--- config.mk ---
export PLATFORM = sky130hd
export DESIGN_NAME = ps2_mouse_packet_decoder_flat
export DESIGN_NICKNAME = d
export VERILOG_FILES = /design/src/hw/rtl/ps2m_pkg.sv /design/src/hw/rtl/ps2m_poll_if.sv /design/src/hw/rtl/ps2m_report_if.sv /design/src/hw/rtl/ps2_mouse_packet_decoder.sv /design/src/flat_wrapper.sv
export SDC_FILE = /design/constraint.sdc
export NUM_CORES = 1
export LEC_CHECK = 0
export ABC_CLOCK_PERIOD_IN_PS = 5300
export BUFFER_PORTS_ARGS = -buffer_cell sky130_fd_sc_hd__clkbuf_2
export CORE_MARGIN = 4
export CORE_UTILIZATION = 35
export CTS_BUF_LIST = sky130_fd_sc_hd__clkbuf_8
export DETAILED_ROUTE_END_ITERATION = 7
export GPL_TIMING_DRIVEN = 0
export SLEW_MARGIN = 25
export SYNTH_ARGS = -nofsm -noshare
export SYNTH_HDL_FRONTEND = slang
export SYNTH_SLANG_ARGS = --single-unit
--- constraint.sdc ---
create_clock -name clk -period 5.3 [get_ports clk]
set_input_delay 1.06 -clock clk [delete_from_list [all_inputs] [get_ports clk]]
set_output_delay 1.06 -clock clk [all_outputs]
set_load 0.01 [all_outputs]
--- src/hw/rtl/ps2m_pkg.sv ---
// Shared constants and types for the PS/2 mouse packet decoder.
package ps2m_pkg;

  // Default pointer coordinate width
  localparam int unsigned COORD_BITS_DEFAULT = 12;

  // Configuration port geometry
  localparam int unsigned CFG_INDEX_BITS = 2;
  localparam int unsigned CFG_DATA_BITS  = 13;

  // Configuration register indexes
  localparam logic [CFG_INDEX_BITS-1:0] REG_SCREEN_WIDTH  = 2'd0;
  localparam logic [CFG_INDEX_BITS-1:0] REG_SCREEN_HEIGHT = 2'd1;

  // Register reset values
  localparam logic [CFG_DATA_BITS-1:0] SCREEN_WIDTH_RESET  = 13'd1024;
  localparam logic [CFG_DATA_BITS-1:0] SCREEN_HEIGHT_RESET = 13'd768;

  // Flags byte bit positions
  localparam int unsigned FLAG_SYNC_BIT  = 3;
  localparam int unsigned FLAG_XSIGN_BIT = 4;
  localparam int unsigned FLAG_YSIGN_BIT = 5;
  localparam int unsigned FLAG_XOVF_BIT  = 6;
  localparam int unsigned FLAG_YOVF_BIT  = 7;

  // Position within a three-byte packet
  typedef enum logic [1:0] {
    IDX_FLAGS = 2'd0,
    IDX_DX    = 2'd1,
    IDX_DY    = 2'd2
  } byte_idx_t;

endpackage

--- src/hw/rtl/ps2m_poll_if.sv ---
// Valid/ready channel carrying one controller poll per beat.
interface ps2m_poll_if;
  logic       valid;
  logic       ready;
  logic       command;
  logic       data_ready;
  logic       from_aux;
  logic [7:0] data_byte;

  modport source (output valid, command, data_ready, from_aux, data_byte, input ready);
  modport sink   (input valid, command, data_ready, from_aux, data_byte, output ready);
endinterface

--- src/hw/rtl/ps2m_report_if.sv ---
// Valid/ready channel carrying one pointer report per beat.
interface ps2m_report_if #(
  parameter int unsigned COORD_BITS = 12
);
  logic                  valid;
  logic                  ready;
  logic                  packet_done;
  logic [COORD_BITS-1:0] pos_x;
  logic [COORD_BITS-1:0] pos_y;
  logic                  button_left;
  logic                  button_right;
  logic                  button_middle;

  modport source (output valid, packet_done, pos_x, pos_y, button_left, button_right,
                  button_middle, input ready);
  modport sink   (input valid, packet_done, pos_x, pos_y, button_left, button_right,
                  button_middle, output ready);
endinterface

--- src/hw/rtl/ps2_mouse_packet_decoder.sv ---
// PS/2 mouse packet decoder: top level with packet assembly, pointer update and report buffer.
//
// One poll beat is accepted per clock while the skid register is empty and yields exactly one
// report beat. Packet state and pointer position update in the accept cycle through a single
// add-and-clamp per axis, and the report is registered. A one-entry skid register behind the
// output register lets the poll side keep going for one beat while the report side stalls, so
// sustained throughput is one beat per cycle whenever reports are taken. The user must write
// the screen size registers through the cfg port only while no beat is in flight; the block
// does not enforce this. A size of 0 acts as 1, one above 2**COORD_BITS as 2**COORD_BITS.
module ps2_mouse_packet_decoder
  import ps2m_pkg::*;
#(
  parameter int unsigned COORD_BITS = COORD_BITS_DEFAULT
) (
  input  logic                      clk,
  input  logic                      rst,
  input  logic                      cfg_we,
  input  logic [CFG_INDEX_BITS-1:0] cfg_index,
  input  logic [CFG_DATA_BITS-1:0]  cfg_data,
  ps2m_poll_if.sink                 poll,
  ps2m_report_if.source             report
);

  localparam int unsigned CB  = COORD_BITS;
  localparam int unsigned EXT = (CB + 1 > CFG_DATA_BITS) ? CB + 1 : CFG_DATA_BITS;

  // Effective screen size: clamp register value to [1, 2**CB]
  function automatic logic [CB:0] eff_size(input logic [CFG_DATA_BITS-1:0] r);
    logic [EXT-1:0] rx;
    logic [EXT-1:0] lim;
    logic [CB:0]    s;
    rx  = EXT'(r);
    lim = EXT'(1) << CB;
    if (rx == '0) begin
      s = (CB+1)'(1);
    end else if (rx > lim) begin
      s = lim[CB:0];
    end else begin
      s = rx[CB:0];
    end
    return s;
  endfunction

  // Clamp a signed candidate coordinate to [0, size-1]
  function automatic logic [CB-1:0] clamp_coord(input logic signed [CB+1:0] v,
                                                input logic [CB:0] size);
    logic [CB:0]   sm1;
    logic [CB-1:0] c;
    sm1 = size - (CB+1)'(1);
    if (v[CB+1]) begin
      c = '0;
    end else if (v[CB:0] >= size) begin
      c = sm1[CB-1:0];
    end else begin
      c = v[CB-1:0];
    end
    return c;
  endfunction

  localparam logic [CB:0]   RST_EFF_W = eff_size(SCREEN_WIDTH_RESET);
  localparam logic [CB:0]   RST_EFF_H = eff_size(SCREEN_HEIGHT_RESET);
  localparam logic [CB-1:0] RST_POS_X = RST_EFF_W[CB:1];
  localparam logic [CB-1:0] RST_POS_Y = RST_EFF_H[CB:1];

  // Configuration registers
  logic [CFG_DATA_BITS-1:0] screen_width;
  logic [CFG_DATA_BITS-1:0] screen_height;

  // Decoder state
  byte_idx_t     byte_index, byte_index_next;
  logic [7:0]    flags_byte, flags_byte_next;
  logic [7:0]    dx_byte, dx_byte_next;
  logic [CB-1:0] position_x, position_x_next;
  logic [CB-1:0] position_y, position_y_next;
  logic [2:0]    buttons, buttons_next;
  logic          done;

  // Output register and skid register
  logic          main_valid;
  logic          main_done;
  logic [CB-1:0] main_x, main_y;
  logic [2:0]    main_btn;
  logic          skid_valid;
  logic          skid_done;
  logic [CB-1:0] skid_x, skid_y;
  logic [2:0]    skid_btn;

  logic              poll_acc;
  logic              report_acc;
  logic [CB:0]       eff_w, eff_h;
  logic signed [CB+1:0] cand_x, cand_y;

  assign poll.ready = !skid_valid;
  assign poll_acc   = poll.valid && poll.ready;
  assign report_acc = main_valid && report.ready;

  assign eff_w = eff_size(screen_width);
  assign eff_h = eff_size(screen_height);

  // Candidate coordinates: x + dx, y - dy with 9-bit signed deltas
  assign cand_x = $signed({2'b00, position_x})
                + $signed({{(CB-6){flags_byte[FLAG_XSIGN_BIT]}}, dx_byte});
  assign cand_y = $signed({2'b00, position_y})
                - $signed({{(CB-6){flags_byte[FLAG_YSIGN_BIT]}}, poll.data_byte});

  // Configuration writes
  always_ff @(posedge clk) begin
    if (rst) begin
      screen_width  <= SCREEN_WIDTH_RESET;
      screen_height <= SCREEN_HEIGHT_RESET;
    end else if (cfg_we) begin
      if (cfg_index == REG_SCREEN_WIDTH) begin
        screen_width <= cfg_data;
      end else if (cfg_index == REG_SCREEN_HEIGHT) begin
        screen_height <= cfg_data;
      end
    end
  end

  // Packet assembly and pointer update
  always_comb begin
    byte_index_next = byte_index;
    flags_byte_next = flags_byte;
    dx_byte_next    = dx_byte;
    position_x_next = position_x;
    position_y_next = position_y;
    buttons_next    = buttons;
    done            = 1'b0;
    if (poll.command) begin
      position_x_next = eff_w[CB:1];
      position_y_next = eff_h[CB:1];
      byte_index_next = IDX_FLAGS;
    end else if (poll.data_ready) begin
      unique case (byte_index)
        IDX_DX: begin
          dx_byte_next    = poll.data_byte;
          byte_index_next = IDX_DY;
        end
        IDX_DY: begin
          byte_index_next = IDX_FLAGS;
          if (!flags_byte[FLAG_XOVF_BIT] && !flags_byte[FLAG_YOVF_BIT]) begin
            position_x_next = clamp_coord(cand_x, eff_w);
            position_y_next = clamp_coord(cand_y, eff_h);
          end
          buttons_next = flags_byte[2:0];
          done         = 1'b1;
        end
        default: begin
          // start of packet: mouse byte with sync bit set
          if (poll.from_aux && poll.data_byte[FLAG_SYNC_BIT]) begin
            flags_byte_next = poll.data_byte;
            byte_index_next = IDX_DX;
          end else begin
            byte_index_next = IDX_FLAGS;
          end
        end
      endcase
    end
  end

  always_ff @(posedge clk) begin
    if (rst) begin
      byte_index <= IDX_FLAGS;
      flags_byte <= '0;
      dx_byte    <= '0;
      position_x <= RST_POS_X;
      position_y <= RST_POS_Y;
      buttons    <= '0;
    end else if (poll_acc) begin
      byte_index <= byte_index_next;
      flags_byte <= flags_byte_next;
      dx_byte    <= dx_byte_next;
      position_x <= position_x_next;
      position_y <= position_y_next;
      buttons    <= buttons_next;
    end
  end

  // Report buffer control
  always_ff @(posedge clk) begin
    if (rst) begin
      main_valid <= 1'b0;
      skid_valid <= 1'b0;
    end else if (skid_valid) begin
      if (report_acc) begin
        skid_valid <= 1'b0;
      end
    end else begin
      main_valid <= poll_acc || (main_valid && !report.ready);
      skid_valid <= poll_acc && main_valid && !report.ready;
    end
  end

  // Report buffer payload
  always_ff @(posedge clk) begin
    if (skid_valid) begin
      if (report_acc) begin
        main_done <= skid_done;
        main_x    <= skid_x;
        main_y    <= skid_y;
        main_btn  <= skid_btn;
      end
    end else if (poll_acc) begin
      if (!main_valid || report.ready) begin
        main_done <= done;
        main_x    <= position_x_next;
        main_y    <= position_y_next;
        main_btn  <= buttons_next;
      end else begin
        skid_done <= done;
        skid_x    <= position_x_next;
        skid_y    <= position_y_next;
        skid_btn  <= buttons_next;
      end
    end
  end

  assign report.valid         = main_valid;
  assign report.packet_done   = main_done;
  assign report.pos_x         = main_x;
  assign report.pos_y         = main_y;
  assign report.button_left   = main_btn[0];
  assign report.button_right  = main_btn[1];
  assign report.button_middle = main_btn[2];

`ifndef SYNTHESIS
  // skid entry only holds a beat behind an occupied output register
  a_skid_behind_main: assert property (@(posedge clk) disable iff (rst)
    skid_valid |-> main_valid)
    else $error("skid register valid while output register empty");

  // a recenter always restarts packet assembly
  a_recenter_resync: assert property (@(posedge clk) disable iff (rst)
    (poll_acc && poll.command) |=> (byte_index == IDX_FLAGS))
    else $error("recenter did not clear packet index");

  // an empty poll leaves the pointer untouched
  a_idle_poll_still: assert property (@(posedge clk) disable iff (rst)
    (poll_acc && !poll.command && !poll.data_ready)
      |=> ($stable(position_x) && $stable(position_y) && $stable(byte_index)))
    else $error("empty poll changed decoder state");

  // a stalled report with a full skid keeps both entries
  a_full_holds: assert property (@(posedge clk) disable iff (rst)
    (skid_valid && !report.ready) |=> (skid_valid && main_valid))
    else $error("report buffer lost a beat while stalled");
`endif

endmodule

--- src/flat_wrapper.sv ---
// flat-port wrapper written by rule: the top's interface ports become plain ports
module ps2_mouse_packet_decoder_flat import ps2m_pkg::*;
#(
  parameter int unsigned COORD_BITS = COORD_BITS_DEFAULT
)
  (clk, rst, cfg_we, cfg_index, cfg_data, poll_valid, poll_command, poll_data_ready, poll_from_aux, poll_data_byte, poll_ready, report_valid, report_packet_done, report_pos_x, report_pos_y, report_button_left, report_button_right, report_button_middle, report_ready);
  ps2m_poll_if poll_i ();
  ps2m_report_if #(.COORD_BITS(COORD_BITS)) report_i ();
  input  logic clk;
  input  logic rst;
  input  logic cfg_we;
  input  logic [CFG_INDEX_BITS-1:0] cfg_index;
  input  logic [CFG_DATA_BITS-1:0] cfg_data;
  input wire logic [$bits(poll_i.valid)-1:0] poll_valid;
  input wire logic [$bits(poll_i.command)-1:0] poll_command;
  input wire logic [$bits(poll_i.data_ready)-1:0] poll_data_ready;
  input wire logic [$bits(poll_i.from_aux)-1:0] poll_from_aux;
  input wire logic [$bits(poll_i.data_byte)-1:0] poll_data_byte;
  output wire logic [$bits(poll_i.ready)-1:0] poll_ready;
  output wire logic [$bits(report_i.valid)-1:0] report_valid;
  output wire logic [$bits(report_i.packet_done)-1:0] report_packet_done;
  output wire logic [$bits(report_i.pos_x)-1:0] report_pos_x;
  output wire logic [$bits(report_i.pos_y)-1:0] report_pos_y;
  output wire logic [$bits(report_i.button_left)-1:0] report_button_left;
  output wire logic [$bits(report_i.button_right)-1:0] report_button_right;
  output wire logic [$bits(report_i.button_middle)-1:0] report_button_middle;
  input wire logic [$bits(report_i.ready)-1:0] report_ready;
  assign poll_i.valid = poll_valid;
  assign poll_i.command = poll_command;
  assign poll_i.data_ready = poll_data_ready;
  assign poll_i.from_aux = poll_from_aux;
  assign poll_i.data_byte = poll_data_byte;
  assign poll_ready = poll_i.ready;
  assign report_valid = report_i.valid;
  assign report_packet_done = report_i.packet_done;
  assign report_pos_x = report_i.pos_x;
  assign report_pos_y = report_i.pos_y;
  assign report_button_left = report_i.button_left;
  assign report_button_right = report_i.button_right;
  assign report_button_middle = report_i.button_middle;
  assign report_i.ready = report_ready;
  ps2_mouse_packet_decoder #(.COORD_BITS(COORD_BITS)) u_core (.clk(clk), .rst(rst), .cfg_we(cfg_we), .cfg_index(cfg_index), .cfg_data(cfg_data), .poll(poll_i), .report(report_i));
endmodule
* After elaboration in Yosys (flattened, before gate mapping)
Cells that the tools add are included.
** Operators by class
- $add $sub $neg :: 4
- $lt $le $gt $ge :: 4
- Equality and inequality tests :: 4
- Mux-type cells :: 44
- Bitwise gates (word level) :: 5
- Reductions and logical operators :: 28
** Operators by type and width (number)
- two-way mux 12 bit :: 20
- two-way mux 13 bit :: 4
- greater-or-equal comparator 13 bit :: 2
- > comparator 13 bit (second input constant) :: 2
- logical NOT 13 bit :: 2
- subtractor 12 x 1 -> 12 bit (second input constant) :: 2
- two-way mux 3 bit :: 7
- adder 13 x 9 -> 14 bit :: 1
- subtractor 13 x 9 -> 14 bit :: 1
- two-way mux 1 bit :: 10
- AND reduction 3 bit :: 3
- logical AND 1 bit :: 7
- nonzero test 2 bit :: 3
- logical NOT 1 bit :: 5
- NOT 1 bit :: 5
- AND reduction 5 bit :: 1
- == test 2 x 1 -> 1 bit (second input constant) :: 2
- two-way mux 2 bit :: 2
- case mux 2 bit (2 select lines) :: 1
- AND reduction 2 bit :: 2
- AND reduction 4 bit :: 1
- == test 2 bit (second input constant) :: 1
- logical NOT 2 bit :: 1
- logical OR 1 bit :: 2
- 2 further kinds :: 2
** Word-level totals
- Register bits after elaboration :: 129
- Input port bits :: 31
- Output and inout bits :: 30
- Logic and storage cells :: 107

* Logic depth before layout (Yosys ltp)
- Word-level depth :: 13
- Depth in mapped cells :: 20
- Gate-level depth less buffers :: 18

* Worst setup path before layout
Ideal clock, no wire load.
- Kind :: in2reg
- Start :: input poll_data_byte[0]
- End :: register u_core.main_y[5], in the netlist u_core.report.pos_y[5], data pin
- Setup time :: 0.266 ns
- Arrival :: 4.461 ns
- Required time :: 5.034 ns
- Slack :: 0.573 ns
- Stages on the path :: 18
- Path buffers :: 2
- Path through :: ha_1 inv_1 fa_1 a21oi_1 o211ai_1 a31o_1 a211oi_1 nor2_1 ha_1 a21o_1 a21oi_1 o22ai_1 a311o_1 clkbuf_1 clkbuf_1 o32a_1 a221oi_1 o21ai_1
** On the way
- Longest elaborated chain between the ends :: 11
** Ends and longest elaborated chain
- start: declaration :: RTL line flat_wrapper.sv:18 : input wire logic [$bits(poll_i.data_byte)-1:0] poll_data_byte;
- subtractor 13 x 9 -> 14 bit * :: RTL line ps2_mouse_packet_decoder.sv:104 : - $signed({{(CB-6){flags_byte[FLAG_YSIGN_BIT]}}, poll.data_byte});
- greater-or-equal comparator 13 bit :: RTL line ps2_mouse_packet_decoder.sv:52 : end else if (v[CB:0] >= size) begin
- two-way mux 12 bit :: RTL line ps2_mouse_packet_decoder.sv:52
- two-way mux 12 bit * :: RTL line ps2_mouse_packet_decoder.sv:50 : if (v[CB+1]) begin
- two-way mux 12 bit * :: RTL line ps2_mouse_packet_decoder.sv:141 : if (!flags_byte[FLAG_XOVF_BIT] && !flags_byte[FLAG_YOVF_BIT]) begin
- two-way mux 12 bit * :: RTL line ps2_mouse_packet_decoder.sv:134 : unique case (byte_index)
- two-way mux 12 bit * :: RTL line ps2_mouse_packet_decoder.sv:133 : end else if (poll.data_ready) begin
- two-way mux 12 bit * :: RTL line ps2_mouse_packet_decoder.sv:129 : if (poll.command) begin
- two-way mux 12 bit * :: RTL line ps2_mouse_packet_decoder.sv:204 : if (!main_valid || report.ready) begin
- two-way mux 12 bit * :: RTL line ps2_mouse_packet_decoder.sv:203 : end else if (poll_acc) begin
- two-way mux 12 bit * :: RTL line ps2_mouse_packet_decoder.sv:196 : if (skid_valid) begin
- end signal: assignment :: RTL line ps2_mouse_packet_decoder.sv:200 : main_y <= skid_y;
- end signal: assignment :: RTL line ps2_mouse_packet_decoder.sv:207 : main_y <= position_y_next;
- end: declaration :: RTL line ps2_mouse_packet_decoder.sv:81 : logic [CB-1:0] main_x, main_y;
Mark *: on every way between the ends. The rest lies on a longest branch, timed or not. The select of a mux whose other input is x is not followed.
A chain may end at the register's enable or synchronous reset.

* Final worst setup path
Ends and elaborated chain as after synthesis.

==> impl_metrics.yaml <==
outcome:
  status: "finished, final reports clean"
pwr:
  p_per_area_nw_per_um2: 283
  power_mw: 2.69
  vdd_drop_max_mv: 0.130
  p_leak_nw: 3.80
global_route:
  use_met3_pct: 4.06
  grt_usage_pct: 19.6
  gr-total-overflow: 0
  antenna_found_initial: 0
  use_met2_pct: 28.8
  grt-busiest-layer: "met1"
  grt_max_degree: 29
  grt_pass1_vias: 7077
  globalRouteMet1Util_pct: 29.2
  grt_pass1_wl_um: 40100
placement:
  place_inst: 1349
  place.gp.congestion: 0.948
  place.detailed.hpwl_um: 20400
  port-buffer-count: 58
  dp_slack_ns: -0.372
final_layout:
  nFillCells: 2441
  layout.area.seq_um2: 3120
  area_growth_syn_to_layout_pct: 14.3
  final_util_pct: 40.6
  layout.cells.non_filler: 1381
  drive_gt1_share_pct: 12.5
  nets: 1138
  multiInputGateArea_um2: 4850
  insertedDiodeCount: 0
clock_network:
  htreeDepth: 4
  cts.clk_slew.worst_paths_ns: 0.09
  ctsRootBufferMaster: "clkbuf_8"
  numCtsBuffers: 17
  clock_sinks: 128
  cts_tree: "done"
  insertion_delay_ns: 0.45
  cts_buffer_depth: 2
floorplan:
  core-area_um2: 23400
  io_pins: 61
  start_util_pct: 35.5
  die_x_um: 162
  placementRows: 56
  chipHeight_um: 162
  die_area_um2: 26300
synthesis:
  syn-instance-count: 971
  synth_edf_count: 56
  synth_top_cell_area_share_pct: 20.2
  ys_seq_elements: 128
  synthFlopType: "dfxtp_1"
  post-synth-top-count-cell: "nand2_1"
  syn_area_um2: 8310
  ys_seq_area_share_pct: 37.6
  postSynthAreaPerCell_um2: 8.56
  ys_warn_count: 0
  synth_cell_types: 77
  synthTopCellsByCount: "142 x nand2_1, 105 x a21oi_1, 78 x nor2_1, 72 x dfxtp_1"
  synth-async-reset-ratio_pct: 0
  synth_area_leader_cell: "edfxtp_1"
  ys_top_cells_by_area: "edfxtp_1 20%, dfxtp_1 17%, ha_1 8.4%"
  syn_nets: 1060
timing:
  tightest_slew_ns: 0.909
  setup_viol: 0
  maxSlewHeadroom_pct: 39.1
  drv_slew: 0
  fin_setup_tns_ns: 0
  hold_viol: 0
  final.period_utilization_pct: 96.8
  period_needed_ns: 5.13
  rsz0062_at_grt: "false"
  fmax_ghz: 0.195
  setup_ws_ns: 0.171
  finClkSkew_ns: 0.0151
routing:
  dr.pass1.iters: 6
  via_count: 7686
  antenna_left: 0
  dr.first_iter.drc_count: 770
  wl_per_cell_um: 18.9
  drc_errors: 0
  viasPerCell: 5.57
  routed_wl_um: 26100
critical_path:
  path_max_fanout: 10
  crit_path_end_kind: "flop"
  r2r_start: "u_core.position_y[0]$_SDFFE_PP0P_"
  arrival_ns: 5.33
  worstSetupStartpointType: "primary input"
  path_class: "primary input to flop"
  worstSetupStartpoint: "poll_data_byte[0]"
  cp_data_required_time_ns: 5.50
hold_path:
  hp-class: "flop to flop"
  hold_start: "u_core.flags_byte[2]$_SDFFE_PP0P_"
job:
  max_cap_violations: 0
## registers in the layout, indices dropped and copies added (netlist names), 2 cells and up
name                  count
u_core.buttons            3
u_core.byte_index         2
u_core.dx_byte            8
u_core.flags_byte         7
u_core.main_btn           3
u_core.position_x        12
u_core.position_y        12
u_core.report.pos_x      12
u_core.report.pos_y      12
u_core.screen_height     13
u_core.screen_width      13
u_core.skid_btn           3
u_core.skid_x            12
u_core.skid_y            12
## worst paths after layout
| kind | endpoint | slack [ns] | depth (start not counted) |
|---|---|---|---|
| worst max-delay path | u_core.report.pos_y[5]$_DFFE_PP_ | 0.17 | 19 |
| worst min-delay path | u_core.flags_byte[2]$_SDFFE_PP0P_ | 0.49 | 2 |
| worst min register to register | u_core.flags_byte[2]$_SDFFE_PP0P_ | 0.49 | 2 |
| worst max register to register | u_core.report.pos_y[5]$_DFFE_PP_ | 0.58 | 19 |
## logic make-up after synthesis
group | share of synthesized area [%]
AO/OA/AOI/OAI | 22.1
XOR/XNOR | 2.53
adder cells (fa/ha/maj) | 8.91
buffers and inverters | 4.47
flip-flops | 37.6
multiplexers | 5.58
AND/OR/NAND/NOR | 18.9
## cell type report
| class | count | area share, % |
|---|---|---|
| inverter | 41 | 1.62 |
| timing repair buffer | 59 | 3.21 |
| tap | 319 | 4.20 |
| multi-input combinational | 748 | 51.0 |
| buffer | 54 | 2.32 |
| clock buffer | 18 | 2.61 |
| sequential | 128 | 32.9 |
| clock inverter | 14 | 2.15 |
## layout by cell type (no fill, tap or decap), types with 6 or more instances in the layout
master,n
a21o_1,17
mux2i_1,22
ha_1,56
nand2_1,142
o211ai_1,12
xor2_1,13
a21oi_1,104
nor3b_1,6
o22ai_1,6
xnor2_1,11
nor4_1,10
nand3_1,26
clkbuf_2,60
edfxtp_1,56
clkbuf_1,41
a22oi_1,11
mux2_2,16
nand4_1,9
nor2_1,78
o21ai_0,34
a31oi_1,15
buf_1,9
o21a_1,7
nand2b_1,7
nor3_1,16
o21ai_1,20
nand3b_1,8
a211oi_1,9
dfxtp_1,72
clkbuf_8,18
inv_1,39
## layer usage
metal	routed length, um	part of all wire [%]
met4	492	1.9
met5	0	0
met2	11200	43
met1	12100	46
met3	2300	8.8
## where the power goes
group / internal [mW] / switching [mW]
Sequential: 1.08 / 0.0297
Clock: 0.535 / 0.438
Combinational: 0.225 / 0.378
Total: 1.84 / 0.845
## what timing repair did
action,CTS,global route
setup buffers,0,0
resized for setup,0,7
hold buffers,0,0
setup endpoints to repair,0,27
## per-stage QoR
| step | hold WS, ns | instance area (um2) |
|---|---|---|
| floorplan | 0.452 | 8310 |
| global placement | 0.477 | 9000 |
| detailed placement | 0.478 | 9030 |
| global route | 0.521 | 9500 |
| CTS | 0.497 | 9480 |
| finish | 0.494 | 9500 |
## worst max-delay path, cell delays in order
cell and delay, ns:
clkbuf_2 0.19, ha_1 0.19, inv_1 0.05, fa_1 0.41, a21oi_1 0.29, o211ai_1 0.17
a31o_1 0.26, a211oi_1 0.30, nor2_1 0.10, ha_1 0.34, a21o_1 0.16, a21oi_1 0.19
o22ai_1 0.13, a311o_1 0.34, clkbuf_1 0.18, clkbuf_2 0.24, o32a_1 0.29, a221oi_2 0.33
o21ai_1 0.11
Note: power is estimated with default switching activity, not from simulation.
